**config.mk**
```make
export PLATFORM = sky130hd
export DESIGN_NAME = column_post_patch_renderer
export DESIGN_NICKNAME = d
export VERILOG_FILES = /design/src/hw/rtl/cppr_pkg.sv /design/src/hw/rtl/cppr_ram.sv /design/src/hw/rtl/cppr_front.sv /design/src/hw/rtl/cppr_queue.sv /design/src/hw/rtl/cppr_back.sv /design/src/hw/rtl/column_post_patch_renderer.sv
export VERILOG_INCLUDE_DIRS = /design/src /design/src/hw/rtl
export SDC_FILE = /design/constraint.sdc
export NUM_CORES = 2
export LEC_CHECK = 0
export ABC_AREA = 1
export BUFFER_PORTS_ARGS = -buffer_cell sky130_fd_sc_hd__buf_2
export CELL_PAD_IN_SITES_DETAIL_PLACEMENT = 0
export CELL_PAD_IN_SITES_GLOBAL_PLACEMENT = 1
export CORE_ASPECT_RATIO = 2
export CORE_MARGIN = 5
export CORE_UTILIZATION = 30
export CTS_BUF_LIST = sky130_fd_sc_hd__clkbuf_4 sky130_fd_sc_hd__clkbuf_8 sky130_fd_sc_hd__clkbuf_16
export CTS_CLUSTER_SIZE = 20
export DETAILED_ROUTE_END_ITERATION = 7
export MAX_ROUTING_LAYER = met4
export PLACE_DENSITY = 0.6
export SLEW_MARGIN = 20
export SYNTH_ARGS = -nofsm -noshare
export SYNTH_HDL_FRONTEND = slang
export SYNTH_SLANG_ARGS = --single-unit
export TNS_END_PERCENT = 50
```
**constraint.sdc**
```tcl
create_clock -name clk -period 12.1 [get_ports clk]
set_input_delay 0.605 -clock clk [delete_from_list [all_inputs] [get_ports clk]]
set_output_delay 0.605 -clock clk [all_outputs]
set_load 0.01 [all_outputs]
```
**src/hw/rtl/column_post_patch_renderer_macros.svh**
```systemverilog
// ----------------------------------------------------------------------------
// Assertion macros for the column post renderer
// Shared concurrent assertion forms; each expects clk and rst_n in scope.
// ----------------------------------------------------------------------------
`ifndef COLUMN_POST_PATCH_RENDERER_MACROS_SVH
`define COLUMN_POST_PATCH_RENDERER_MACROS_SVH

// Same-cycle implication, disabled while in reset.
`define CPPR_ASSERT_IMPL(label, ante, cons, msg) \
  label: assert property (@(posedge clk) disable iff (!rst_n) (ante) |-> (cons)) \
    else $error(msg);

// Next-cycle implication, disabled while in reset.
`define CPPR_ASSERT_NEXT(label, ante, cons, msg) \
  label: assert property (@(posedge clk) disable iff (!rst_n) (ante) |=> (cons)) \
    else $error(msg);

`endif

```
**src/hw/rtl/cppr_pkg.sv**
```systemverilog
// ----------------------------------------------------------------------------
// Column post renderer package
// Payload, configuration and queue entry types plus fixed constants.
// ----------------------------------------------------------------------------
package cppr_pkg;

  localparam int ADDR_W      = 19;
  localparam int COORD_W     = 17;
  localparam int CFG_IDX_W   = 3;
  localparam int CFG_DATA_W  = 16;
  localparam int TABLE_DEPTH = 256;
  localparam int PIXEL_W     = 8;

  localparam logic [7:0] END_MARK = 8'hff;

  localparam logic signed [COORD_W-1:0] COORD_MIN = 17'h10000;
  localparam logic signed [COORD_W-1:0] COORD_MAX = 17'h0ffff;

  // Register indexes on the configuration port
  localparam logic [CFG_IDX_W-1:0] CFG_DEST_X      = 3'd0;
  localparam logic [CFG_IDX_W-1:0] CFG_DEST_Y      = 3'd1;
  localparam logic [CFG_IDX_W-1:0] CFG_LEFT_OFFSET = 3'd2;
  localparam logic [CFG_IDX_W-1:0] CFG_TOP_OFFSET  = 3'd3;
  localparam logic [CFG_IDX_W-1:0] CFG_PIC_WIDTH   = 3'd4;
  localparam logic [CFG_IDX_W-1:0] CFG_FLIP        = 3'd5;
  localparam logic [CFG_IDX_W-1:0] CFG_TRANSLATE   = 3'd6;
  localparam logic [CFG_IDX_W-1:0] CFG_SCREEN      = 3'd7;

  typedef struct packed {
    logic       op;
    logic       column_start;
    logic [9:0] source_column;
    logic [7:0] data_byte;
    logic [7:0] table_index;
  } in_t;

  typedef struct packed {
    logic [ADDR_W-1:0]  pixel_address;
    logic [PIXEL_W-1:0] pixel_value;
    logic               range_error;
  } out_t;

  typedef struct packed {
    logic signed [15:0] dest_x;
    logic signed [15:0] dest_y;
    logic signed [15:0] left_offset;
    logic signed [15:0] top_offset;
    logic [10:0]        picture_width;
    logic               flip_enable;
    logic               translate_enable;
    logic [2:0]         screen_select;
  } cfg_t;

  // One unit of work for the back end: a table load or a pixel write
  typedef struct packed {
    logic                      is_pixel;
    logic signed [COORD_W-1:0] row;
    logic signed [COORD_W-1:0] col;
    logic [7:0]                index;
    logic [7:0]                value;
  } job_t;

endpackage

```
**src/hw/rtl/cppr_ram.sv**
```systemverilog
// ----------------------------------------------------------------------------
// Generic RAM
// One write port, one read port with registered read data.
// ----------------------------------------------------------------------------
module cppr_ram #(
  parameter int WIDTH = 8,
  parameter int DEPTH = 256
) (
  input  logic                     clk,
  input  logic                     we,
  input  logic [$clog2(DEPTH)-1:0] waddr,
  input  logic [WIDTH-1:0]         wdata,
  input  logic                     re,
  input  logic [$clog2(DEPTH)-1:0] raddr,
  output logic [WIDTH-1:0]         rdata
);

  logic [WIDTH-1:0] mem [DEPTH];

  always_ff @(posedge clk) begin
    if (we) begin
      mem[waddr] <= wdata;
    end
    if (re) begin
      rdata <= mem[raddr];
    end
  end

endmodule

```
**src/hw/rtl/cppr_front.sv**
```systemverilog
// ----------------------------------------------------------------------------
// Column post parser
// Walks the post stream and turns table loads and pixel bytes into jobs.
// ----------------------------------------------------------------------------
`include "column_post_patch_renderer_macros.svh"

module cppr_front (
  input  logic           clk,
  input  logic           rst_n,
  input  cppr_pkg::cfg_t cfg,
  input  logic           in_valid,
  output logic           in_ready,
  input  cppr_pkg::in_t  in_data,
  output logic           push_valid,
  output cppr_pkg::job_t push_job,
  input  logic           push_ready
);

  typedef enum logic [6:0] {
    PH_WAIT  = 7'b0000001,
    PH_DELTA = 7'b0000010,
    PH_LEN   = 7'b0000100,
    PH_PAD   = 7'b0001000,
    PH_PIX   = 7'b0010000,
    PH_TRAIL = 7'b0100000,
    PH_DONE  = 7'b1000000
  } phase_t;

  phase_t                              phase_r, phase_nxt;
  logic signed [cppr_pkg::COORD_W-1:0] row_r, row_nxt;
  logic signed [cppr_pkg::COORD_W-1:0] col_r, col_nxt;
  logic [7:0]                          left_r, left_nxt;

  logic               accept;
  logic signed [18:0] mirror_col;
  logic signed [18:0] col_start;
  logic signed [18:0] row_start;
  logic signed [18:0] row_inc;

  function automatic logic signed [cppr_pkg::COORD_W-1:0] sat17(
    input logic signed [18:0] v
  );
    logic signed [18:0] lo;
    logic signed [18:0] hi;
    lo = 19'(cppr_pkg::COORD_MIN);
    hi = 19'(cppr_pkg::COORD_MAX);
    if (v < lo) begin
      return cppr_pkg::COORD_MIN;
    end else if (v > hi) begin
      return cppr_pkg::COORD_MAX;
    end
    return v[cppr_pkg::COORD_W-1:0];
  endfunction

  assign in_ready = push_ready;
  assign accept   = in_valid && push_ready;

  assign mirror_col = cfg.flip_enable ?
                      ($signed({8'b0, cfg.picture_width}) - 19'sd1 -
                       $signed({9'b0, in_data.source_column})) :
                      $signed({9'b0, in_data.source_column});
  assign col_start  = 19'(cfg.dest_x) - 19'(cfg.left_offset) + mirror_col;
  assign row_start  = 19'(cfg.dest_y) - 19'(cfg.top_offset) +
                      $signed({11'b0, in_data.data_byte});
  assign row_inc    = 19'(row_r) + 19'sd1;

  always_comb begin
    phase_nxt = phase_r;
    row_nxt   = row_r;
    col_nxt   = col_r;
    left_nxt  = left_r;

    push_valid        = 1'b0;
    push_job.is_pixel = 1'b1;
    push_job.row      = row_r;
    push_job.col      = col_r;
    push_job.index    = in_data.data_byte;
    push_job.value    = in_data.data_byte;

    if (accept) begin
      if (!in_data.op) begin
        // Table load: pass in order with the pixels around it
        push_valid        = 1'b1;
        push_job.is_pixel = 1'b0;
        push_job.index    = in_data.table_index;
      end else if (in_data.column_start) begin
        col_nxt  = sat17(col_start);
        left_nxt = 8'd0;
        if (in_data.data_byte == cppr_pkg::END_MARK) begin
          phase_nxt = PH_DONE;
        end else begin
          row_nxt   = sat17(row_start);
          phase_nxt = PH_LEN;
        end
      end else begin
        case (phase_r)
          PH_DELTA: begin
            if (in_data.data_byte == cppr_pkg::END_MARK) begin
              phase_nxt = PH_DONE;
            end else begin
              row_nxt   = sat17(row_start);
              phase_nxt = PH_LEN;
            end
          end
          PH_LEN: begin
            left_nxt  = in_data.data_byte;
            phase_nxt = PH_PAD;
          end
          PH_PAD: begin
            phase_nxt = (left_r != 8'd0) ? PH_PIX : PH_TRAIL;
          end
          PH_TRAIL: begin
            phase_nxt = PH_DELTA;
          end
          PH_PIX: begin
            push_valid = 1'b1;
            row_nxt    = sat17(row_inc);
            left_nxt   = left_r - 8'd1;
            if (left_r == 8'd1) begin
              phase_nxt = PH_TRAIL;
            end
          end
          default: begin
            // Waiting for a column start, or column ended: drop the byte
          end
        endcase
      end
    end
  end

  always_ff @(posedge clk) begin
    if (!rst_n) begin
      phase_r <= PH_WAIT;
      row_r   <= '0;
      col_r   <= '0;
      left_r  <= '0;
    end else begin
      phase_r <= phase_nxt;
      row_r   <= row_nxt;
      col_r   <= col_nxt;
      left_r  <= left_nxt;
    end
  end

  `CPPR_ASSERT_IMPL(a_pix_has_count, (phase_r == PH_PIX), (left_r != 8'd0), "pixel phase with no pixels left")

endmodule

```
**src/hw/rtl/cppr_queue.sv**
```systemverilog
// ----------------------------------------------------------------------------
// Job queue
// Short FIFO that decouples the parser from the pixel back end.
// ----------------------------------------------------------------------------
`include "column_post_patch_renderer_macros.svh"

module cppr_queue #(
  parameter int DEPTH = 4
) (
  input  logic           clk,
  input  logic           rst_n,
  input  logic           push_valid,
  input  cppr_pkg::job_t push_job,
  output logic           push_ready,
  output logic           pop_valid,
  output cppr_pkg::job_t pop_job,
  input  logic           pop
);

  localparam int PTR_W = (DEPTH > 1) ? $clog2(DEPTH) : 1;
  localparam int CNT_W = $clog2(DEPTH + 1);

  cppr_pkg::job_t   mem [DEPTH];
  logic [PTR_W-1:0] wr_ptr_r, wr_ptr_nxt;
  logic [PTR_W-1:0] rd_ptr_r, rd_ptr_nxt;
  logic [CNT_W-1:0] count_r, count_nxt;

  assign push_ready = (count_r != CNT_W'(DEPTH));
  assign pop_valid  = (count_r != '0);
  assign pop_job    = mem[rd_ptr_r];

  always_comb begin
    wr_ptr_nxt = wr_ptr_r;
    rd_ptr_nxt = rd_ptr_r;
    count_nxt  = count_r;
    if (push_valid) begin
      wr_ptr_nxt = (wr_ptr_r == PTR_W'(DEPTH - 1)) ? '0 : wr_ptr_r + 1'b1;
    end
    if (pop) begin
      rd_ptr_nxt = (rd_ptr_r == PTR_W'(DEPTH - 1)) ? '0 : rd_ptr_r + 1'b1;
    end
    if (push_valid && !pop) begin
      count_nxt = count_r + 1'b1;
    end else if (pop && !push_valid) begin
      count_nxt = count_r - 1'b1;
    end
  end

  always_ff @(posedge clk) begin
    if (push_valid) begin
      mem[wr_ptr_r] <= push_job;
    end
  end

  always_ff @(posedge clk) begin
    if (!rst_n) begin
      wr_ptr_r <= '0;
      rd_ptr_r <= '0;
      count_r  <= '0;
    end else begin
      wr_ptr_r <= wr_ptr_nxt;
      rd_ptr_r <= rd_ptr_nxt;
      count_r  <= count_nxt;
    end
  end

  `CPPR_ASSERT_IMPL(a_no_overflow, push_valid, push_ready, "push into a full queue")
  `CPPR_ASSERT_IMPL(a_no_underflow, pop, pop_valid, "pop from an empty queue")
  `CPPR_ASSERT_NEXT(a_count_up, (push_valid && !pop), (count_r == $past(count_r) + 1'b1), "count did not advance on push")

endmodule

```
**src/hw/rtl/cppr_back.sv**
```systemverilog
// ----------------------------------------------------------------------------
// Pixel back end
// Executes table loads, range-checks pixels and forms framebuffer writes.
// ----------------------------------------------------------------------------
`include "column_post_patch_renderer_macros.svh"

module cppr_back #(
  parameter int SCREEN_WIDTH  = 320,
  parameter int SCREEN_HEIGHT = 200,
  parameter int SCREEN_COUNT  = 6
) (
  input  logic           clk,
  input  logic           rst_n,
  input  cppr_pkg::cfg_t cfg,
  input  logic           pop_valid,
  input  cppr_pkg::job_t pop_job,
  output logic           pop,
  output logic           out_valid,
  input  logic           out_ready,
  output cppr_pkg::out_t out_data
);

  localparam int FRAME  = SCREEN_WIDTH * SCREEN_HEIGHT;
  localparam int FULL_W = $clog2(SCREEN_COUNT * FRAME);
  localparam int ROW_W  = $clog2(SCREEN_HEIGHT);
  localparam int COL_W  = $clog2(SCREEN_WIDTH);
  localparam int TAB_AW = $clog2(cppr_pkg::TABLE_DEPTH);

  logic [FULL_W-1:0] base_r;
  logic [FULL_W-1:0] addr_a;
  logic              row_ok;
  logic              col_ok;
  logic              scr_ok;
  logic              bad_a;
  logic              advance;
  logic              load_b;
  logic              tab_we;

  logic                            b_valid_r, b_valid_nxt;
  logic [cppr_pkg::ADDR_W-1:0]     b_addr_r;
  logic                            b_err_r;
  logic [cppr_pkg::PIXEL_W-1:0]    b_byte_r;
  logic                            b_trans_r;
  logic [cppr_pkg::PIXEL_W-1:0]    tab_rdata;

  // Screen base only changes with configuration; keep it off the pixel path
  always_ff @(posedge clk) begin
    base_r <= FULL_W'(cfg.screen_select) * FULL_W'(FRAME);
  end

  assign row_ok = (pop_job.row >= 17'sd0) &&
                  (pop_job.row < $signed(17'(SCREEN_HEIGHT)));
  assign col_ok = (pop_job.col >= 17'sd0) &&
                  (pop_job.col < $signed(17'(SCREEN_WIDTH)));
  assign scr_ok = ({1'b0, cfg.screen_select} < 4'(SCREEN_COUNT));
  assign bad_a  = !(row_ok && col_ok && scr_ok);

  assign addr_a = base_r +
                  FULL_W'(pop_job.row[ROW_W-1:0]) * FULL_W'(SCREEN_WIDTH) +
                  FULL_W'(pop_job.col[COL_W-1:0]);

  // Table loads never wait; pixels wait for room in the output stage
  assign advance = !b_valid_r || out_ready;
  assign pop     = pop_valid && (!pop_job.is_pixel || advance);
  assign load_b  = pop && pop_job.is_pixel;
  assign tab_we  = pop && !pop_job.is_pixel;

  cppr_ram #(
    .WIDTH (cppr_pkg::PIXEL_W),
    .DEPTH (cppr_pkg::TABLE_DEPTH)
  ) u_table (
    .clk   (clk),
    .we    (tab_we),
    .waddr (pop_job.index[TAB_AW-1:0]),
    .wdata (pop_job.value),
    .re    (load_b),
    .raddr (pop_job.index[TAB_AW-1:0]),
    .rdata (tab_rdata)
  );

  always_comb begin
    b_valid_nxt = b_valid_r;
    if (load_b) begin
      b_valid_nxt = 1'b1;
    end else if (out_ready) begin
      b_valid_nxt = 1'b0;
    end
  end

  always_ff @(posedge clk) begin
    if (!rst_n) begin
      b_valid_r <= 1'b0;
    end else begin
      b_valid_r <= b_valid_nxt;
    end
  end

  always_ff @(posedge clk) begin
    if (load_b) begin
      b_addr_r  <= bad_a ? '0 : cppr_pkg::ADDR_W'(addr_a);
      b_err_r   <= bad_a;
      b_byte_r  <= pop_job.value;
      b_trans_r <= cfg.translate_enable;
    end
  end

  assign out_valid              = b_valid_r;
  assign out_data.pixel_address = b_addr_r;
  assign out_data.pixel_value   = b_trans_r ? tab_rdata : b_byte_r;
  assign out_data.range_error   = b_err_r;

  `CPPR_ASSERT_IMPL(a_err_addr_zero, (out_valid && out_data.range_error), (out_data.pixel_address == '0), "off-screen write with non-zero address")

endmodule

```
**src/hw/rtl/column_post_patch_renderer.sv**
```systemverilog
// Path: a pixel byte goes through the job queue and is registered in the output stage.
// Throughput: one input transaction per cycle while the queue has room, set by the
// one-entry output stage and the single table read port; table loads never wait and make no output.
// Reset: synchronous, active low; clears parse state, queue and output valid and
// loads register defaults. The translation table is not cleared: load before use.

// ----------------------------------------------------------------------------
// Column post renderer, top level
// Configuration registers, post parser, job queue and pixel back end.
// ----------------------------------------------------------------------------
module column_post_patch_renderer #(
  parameter int SCREEN_WIDTH  = 320,
  parameter int SCREEN_HEIGHT = 200,
  parameter int SCREEN_COUNT  = 6,
  parameter int QUEUE_DEPTH   = 4
) (
  input  logic                               clk,
  input  logic                               rst_n,
  input  logic                               cfg_we,
  input  logic [cppr_pkg::CFG_IDX_W-1:0]     cfg_index,
  input  logic [cppr_pkg::CFG_DATA_W-1:0]    cfg_wdata,
  input  logic                               in_valid,
  output logic                               in_ready,
  input  cppr_pkg::in_t                      in_data,
  output logic                               out_valid,
  input  logic                               out_ready,
  output cppr_pkg::out_t                     out_data
);

  cppr_pkg::cfg_t cfg_r, cfg_nxt;

  logic           push_valid;
  logic           push_ready;
  cppr_pkg::job_t push_job;
  logic           pop_valid;
  logic           pop;
  cppr_pkg::job_t pop_job;

  // Register file: decode the index and update the one field it names.
  // Writes must arrive only while no transaction is in flight; the block does not enforce
  // this. Stages read these live, but for the screen base, which the back end registers.
  always_comb begin
    cfg_nxt = cfg_r;
    if (cfg_we) begin
      case (cfg_index)
        cppr_pkg::CFG_DEST_X:      cfg_nxt.dest_x           = cfg_wdata;
        cppr_pkg::CFG_DEST_Y:      cfg_nxt.dest_y           = cfg_wdata;
        cppr_pkg::CFG_LEFT_OFFSET: cfg_nxt.left_offset      = cfg_wdata;
        cppr_pkg::CFG_TOP_OFFSET:  cfg_nxt.top_offset       = cfg_wdata;
        cppr_pkg::CFG_PIC_WIDTH:   cfg_nxt.picture_width    = cfg_wdata[10:0];
        cppr_pkg::CFG_FLIP:        cfg_nxt.flip_enable      = cfg_wdata[0];
        cppr_pkg::CFG_TRANSLATE:   cfg_nxt.translate_enable = cfg_wdata[0];
        cppr_pkg::CFG_SCREEN:      cfg_nxt.screen_select    = cfg_wdata[2:0];
        default: begin
          // Hold every register
        end
      endcase
    end
  end

  always_ff @(posedge clk) begin
    if (!rst_n) begin
      cfg_r.dest_x           <= '0;
      cfg_r.dest_y           <= '0;
      cfg_r.left_offset      <= '0;
      cfg_r.top_offset       <= '0;
      cfg_r.picture_width    <= 11'd1;
      cfg_r.flip_enable      <= 1'b0;
      cfg_r.translate_enable <= 1'b0;
      cfg_r.screen_select    <= 3'd0;
    end else begin
      cfg_r <= cfg_nxt;
    end
  end

  // Front end: accept every transaction the queue has room for, advance the
  // post parser and emit a job for each table load and each pixel byte.
  cppr_front u_front (
    .clk        (clk),
    .rst_n      (rst_n),
    .cfg        (cfg_r),
    .in_valid   (in_valid),
    .in_ready   (in_ready),
    .in_data    (in_data),
    .push_valid (push_valid),
    .push_job   (push_job),
    .push_ready (push_ready)
  );

  // Queue: keep loads and pixels in order so a pixel sees exactly the table
  // entries loaded before it, while the front keeps parsing during output stalls.
  cppr_queue #(
    .DEPTH (QUEUE_DEPTH)
  ) u_queue (
    .clk        (clk),
    .rst_n      (rst_n),
    .push_valid (push_valid),
    .push_job   (push_job),
    .push_ready (push_ready),
    .pop_valid  (pop_valid),
    .pop_job    (pop_job),
    .pop        (pop)
  );

  // Back end: range check, address multiply-add and table lookup, then hold
  // the result in the output stage until it is taken.
  cppr_back #(
    .SCREEN_WIDTH  (SCREEN_WIDTH),
    .SCREEN_HEIGHT (SCREEN_HEIGHT),
    .SCREEN_COUNT  (SCREEN_COUNT)
  ) u_back (
    .clk       (clk),
    .rst_n     (rst_n),
    .cfg       (cfg_r),
    .pop_valid (pop_valid),
    .pop_job   (pop_job),
    .pop       (pop),
    .out_valid (out_valid),
    .out_ready (out_ready),
    .out_data  (out_data)
  );

endmodule
```
After elaboration in Yosys (flattened, before gate mapping)
Memories as Yosys holds them, arrays and structs flattened. A register that Yosys moved wholly into a read port is not among the register bits.
Index checks and enable logic that the tools add are counted.
{ "word_totals": {"reg_bits": 176, "ram_bits": 2252, "inputBits": 52, "word_cells": 171, "n_memories": 2} }
{ "mem_list": {"columns": ["memory", "words", "width", "rd", "rd_clocked_by_memory_dff", "wr", "line_no", "source"], "rows": [
  ["u_back.u_table.mem", 256, 8, 1, 1, 1, "cppr_ram.sv:18", "logic [WIDTH-1:0] mem [DEPTH];"],
  ["u_queue.mem", 4, 51, 1, 1, 1, "cppr_queue.sv:23", "cppr_pkg::job_t mem [DEPTH];"]
]} }
{ "op_classes": {"n_addsub": 14, "mul": 2, "order_cmp": 11, "eq_ne": 20, "muxes": 64, "reduce_logical": 37} }
{ "op_table": {"columns": ["cell", "count"], "rows": [
  ["$mux W17", 13],
  ["$gt A19 B17 Y1 const B", 3],
  ["$lt A19 B17 Y1 const B", 3],
  ["$add A19 B9 Y19", 2],
  ["$pmux W7 S5", 1],
  ["$ge A17 B1 Y1 const B", 2],
  ["$pmux W17 S2", 1],
  ["$sub A16 B16 Y17", 2],
  ["$mux W1", 33],
  ["$mux W8", 4],
  ["$mux W7", 3],
  ["$add A19 B17 Y19", 1],
  ["$add A19 B19 Y19", 1],
  ["$mux W19", 1],
  ["$sub A19 B11 Y19", 1],
  ["$add A17 B2 Y18 const B", 1],
  ["$lt A17 B10 Y1 const B", 1],
  ["$lt A17 B9 Y1 const B", 1],
  ["$pmux W8 S2", 1],
  ["$reduce_and A2 Y1", 8],
  ["$eq A3 B3 Y1 const B", 4],
  ["$sub A11 B1 Y12 const B", 1],
  ["$mul A8 B3 Y11 const B", 1],
  ["$logic_and A1 B1 Y1", 10],
  ["32 further kinds", 49]
]} }

Longest topological paths before layout
{ "depth": {"word_depth": 14, "mapped_depth": 32} }

Cells and area by module
From an unflattened synthesis, not the netlist that was laid out.
{ "unflattened": {"cells_unflattened": 9416, "area_unflattened_um2": 104283.8} }
{ "modules_own_cells": {"columns": ["module", "n_inst", "cells_each", "area_each_um2"], "rows": [
  ["cppr_ram", 1, 7003, 83476.3],
  ["cppr_queue", 1, 553, 8064.0],
  ["cppr_front", 1, 1073, 6737.7],
  ["column_post_patch_renderer", 1, 463, 3246.9],
  ["cppr_back", 1, 324, 2758.9]
]} }

Least setup slack after synthesis
No wires, ideal clock.
{ "synth_path": {"path_kind": "register -> register", "from": "reg with a tool-made name", "to": "reg u_back.b_byte_r[0] (netlist name) (data pin)", "t_arrival_ns": 8.555, "required_ns": 10.508, "setup_slack_ns": 1.954, "path_stages_with_launch": 8, "n_path_buf": 5, "cell_sequence": "dfxtp_1 buf_6 buf_4 clkbuf_1 buf_1 clkbuf_1 nor2_1 o22ai_1"} }
{ "synth_rtl": {"columns": ["item", "line_no", "source"], "rows": [
  ["end signal: assignment", "cppr_back.sv:102", "b_byte_r <= pop_job.value;"],
  ["end: declaration", "cppr_back.sv:42", "logic [cppr_pkg::PIXEL_W-1:0] b_byte_r;"]
]} }

==> metrics.md <==
| Metric | Value |
|---|---|
| P_leak | `37.9 nW` |
| CP arrival | `6.71 ns` |
| Top_reg_cell synth | `edfxtp_1` |
| Setup TNS | `0 ns` |
| Post-synth top area share | `69.2%` |
| Core area | `0.330 mm2` |
| Worst Setup Start Kind | `flop` |
| Die area | `0.343 mm2` |
| Final setup margin | `6.15 ns` |
| Max Cap Viol | `0` |
| Layout cells sized above 1 | `7.68%` |
| Initial Util | `30.1%` |
| Die H | `824 um` |
| Routed WL per cell | `24.8 um` |
| Pre-CTS setup slack | `6.06 ns` |
| Area taken by multi-input logic gates | `0.0246 mm2` |
| CTS tree | `built` |
| Yosys cell types | `59` |
| Syn Area/Cell | `12.0 um2` |
| Initial antenna violation count | `7` |
| Skew-Pair Late Insertion Delay | `0.90 ns` |
| Worst Setup End Kind | `flop` |
| Vias per inst | `4.97` |
| I/O Pins | `82` |
| CP Buf/Inv Count | `6` |
| Tot GR Track Use | `18.4%` |
| Max Buffers Root-to-Sink | `4` |
| FF+latch area | `0.0717 mm2` |
| Period Utilization, post-route | `49.2%` |
| Req. time, crit path | `12.86 ns` |
| HPWL after detailed placement | `203,000 um` |
| Routed Antenna Nets | `0` |
| CTS sink count | `2,438` |
| Number of synthesized flops with an enable pin | `2,289` |
| Max-slew headroom | `19.8%` |
| H-tree depth | `4` |
| Status | `complete, no violations` |
| Post-CTS Setup Repair Bufs | `0` |
| Number of DRC markers in iteration 0 | `4,869` |
| Async set-reset flop share out of synthesis | `0%` |
| Most frequent CP cell | `buf_4` |
| Final Critical Period | `5.95 ns` |
| Area leader, netlist | `edfxtp_1` |
| Critical path class | `reg2reg` |
| Layout overhead on the synthesized area | `12.4%` |
| Seq/Total Area, Yosys | `72.2%` |
| Pre-antenna DRT Iters | `6` |
| Gpl congestion | `0.871` |
| RSZ-0062 raised after global routing | `false` |
| Syn Inst Count | `8,251` |
| Max stage delay on crit path | `0.82 ns` |
| Worst-margin pin slew | `1.20 ns` |
| CP top delay family | `buffers and inverters` |
| Setup violators final | `0` |
| Fmax | `0.168 GHz` |
| Clock slew seen by the registers of the worst setup and hold paths | `0.07 ns` |
| Syn nets | `8,429` |
| Largest net degree at the start of global routing | `191` |
| Site row count | `298` |
| WL final | `317,000 um` |
| Grt total ovfl | `0` |
| Mapped Area | `0.0993 mm2` |
| Vias in the first global route | `63,900` |
| Cells along the critical path | `buf_4 > inv_2 > buf_4 > nand3_1 > nand2_4 > nand2_2 > inv_8 > buf_4 > buf_4 > a22oi_1 > a21boi_1 > nor3_1 > nor2_1 > nor2_1 > nand2_1 > nor2_1 > nand2_1` |
| Count leader, synth | `nand2_1` |
| CTS root buf | `clkbuf_16` |
| Final max-slew violation count | `0` |
| Register bit count reported by yosys | `2,438` |
| Pwr dens | `256 mW/mm2` |
| Synth Warn # | `0` |
| CP max-delay cell | `buf_4` |
| Global-route wire length before repair | `454,000 um` |
| Ranking of synthesized cells by area | `edfxtp_1 (69%), nand2_1 (10%), dfxtp_1 (3.0%), nand4_1 (3.0%), nor2_1 (2.3%)` |
| Via count | `63,500` |
| Die Wd | `417 um` |
| Fin nets | `8,439` |
| IR drop worst, VDD | `0.261 mV` |
| Final hold violations | `0` |
| Clock buffer count from CTS | `209` |
| Synth top cells by count | `nand2_1 (2,700), edfxtp_1 (2,289), nor2_1 (601)` |
| Peak fanout along the critical path | `75` |
| HP Class | `in2reg` |
| DRC viols | `0` |
| Port bufs | `81` |
| # fillers | `32,800` |
| Fin Clk Skew | `0.0819 ns` |
layer usage:
layer	wire, um	global-route usage [%]
met4	19800	9.65
met5	0	-
met3	11900	1.58
met2	176000	35.0
met1	110000	18.5
power breakdown:
| part | switching [mW] | leakage, nW | internal (mW) | total (mW) |
|---|---|---|---|---|
| logic | 8.22 | 12.6 | 2.30 | 10.5 |
| registers | 0.127 | 21.8 | 10.8 | 10.9 |
| clock network | 3.14 | 3.48 | 3.96 | 7.11 |
worst min-delay path: stages:
cell and delay, ns:
buf_2 0.07, inv_1 0.03, nand2_1 0.09, a21oi_1 0.08
cell families after synthesis:
group | count (synthesis) | synth area share, %
and+or+nand+nor | 4029 | 16.9
adders and majority gates | 126 | 1.68
xor gates and xnor gates | 72 | 0.635
buffers and inverters | 718 | 3.17
DFF | 2438 | 72.2
AOI/OAI and AO/OA | 858 | 5.23
muxes | 10 | 0.113
sequential cells by signal (all words and copies together), names as in the netlist, named ones only:
register,cells
u_back.b_byte_r,8
u_queue.count_r,3
u_back.b_addr_r,19
u_back.u_table.mem,2048
u_queue.rd_ptr_r,2
u_front.row_r,17
cfg_r,80
u_front.col_r,17
u_front.phase_r,7
u_back.b_err_r,1
u_back.base_r,10
u_queue.mem,204
u_back.u_table.rdata,8
u_front.left_r,8
u_back.b_trans_r,1
u_queue.wr_ptr_r,2
u_back.out_valid,1
stage by stage:
stage	area [um2]	cells	power (mW)	utilization, %	hold slack [ns]
floorplan	99300	8251	17.5	-	0.402
global route	112000	12800	29.8	33.9	0.0637
finish	112000	12800	28.6	33.9	0.0592
detailed placement	104000	12400	21.8	31.7	0.430
global placement	104000	12400	21.7	31.7	0.430
CTS	112000	12800	28.9	33.9	0.00627
final timing paths:
path / endpoint / slack (ns) / startpoint / cells after the start
setup / recovery: u_back.u_table.rdata[3] / 6.15 / flop / 17
hold / removal: u_back.out_valid / 0.06 / out_ready / 4
setup reg to reg: u_back.u_table.rdata[3] / 6.15 / flop / 17
hold reg to reg: u_back.base_r[9] / 0.43 / cfg_r[0] / 0
placed cells by master (no fill, tap or decap), types with 11 or more instances in the layout:
cell type | netlist | layout
fa_1 | 12 | 12
nand3_1 | 142 | 142
a22oi_1 | 237 | 236
clkinvlp_4 | 0 | 14
a21oi_1 | 257 | 256
xor2_1 | 46 | 46
o21ai_0 | 238 | 233
nor3_1 | 33 | 33
nor2_2 | 19 | 22
clkbuf_4 | 0 | 36
nor2_1 | 601 | 592
o22ai_1 | 19 | 11
buf_2 | 244 | 81
a21o_1 | 12 | 12
dfxtp_1 | 149 | 148
inv_2 | 27 | 25
xnor2_1 | 26 | 26
a31oi_1 | 12 | 12
nor4_1 | 14 | 14
ha_1 | 114 | 114
clkinv_2 | 0 | 31
nand2_2 | 12 | 15
o211ai_1 | 18 | 18
clkinv_1 | 4 | 35
inv_1 | 297 | 297
edfxtp_1 | 2289 | 2289
buf_4 | 20 | 78
clkbuf_16 | 0 | 211
o21ai_1 | 11 | 15
nand2_1 | 2700 | 2695
bufinv_16 | 0 | 31
buf_12 | 0 | 21
nand4_1 | 474 | 474
layout make-up:
cell class	instances	share of cell area, %
flip-flops and latches	2438	64.3
repair buffers	188	1.34
multi-input cells	5095	22.1
inverters	329	1.12
clock buffers	248	4.98
well taps	4350	4.88
diodes	6	0.0135
clock inverters	127	1.35
repair_timing:
action                                  in CTS  in global routing
endpoints found under the setup margin       0                  0
hold buffers                                 4                  0
resized for setup                            0                  0
endpoints found under the hold margin       10                  0
(Power assumes the default switching activity.)
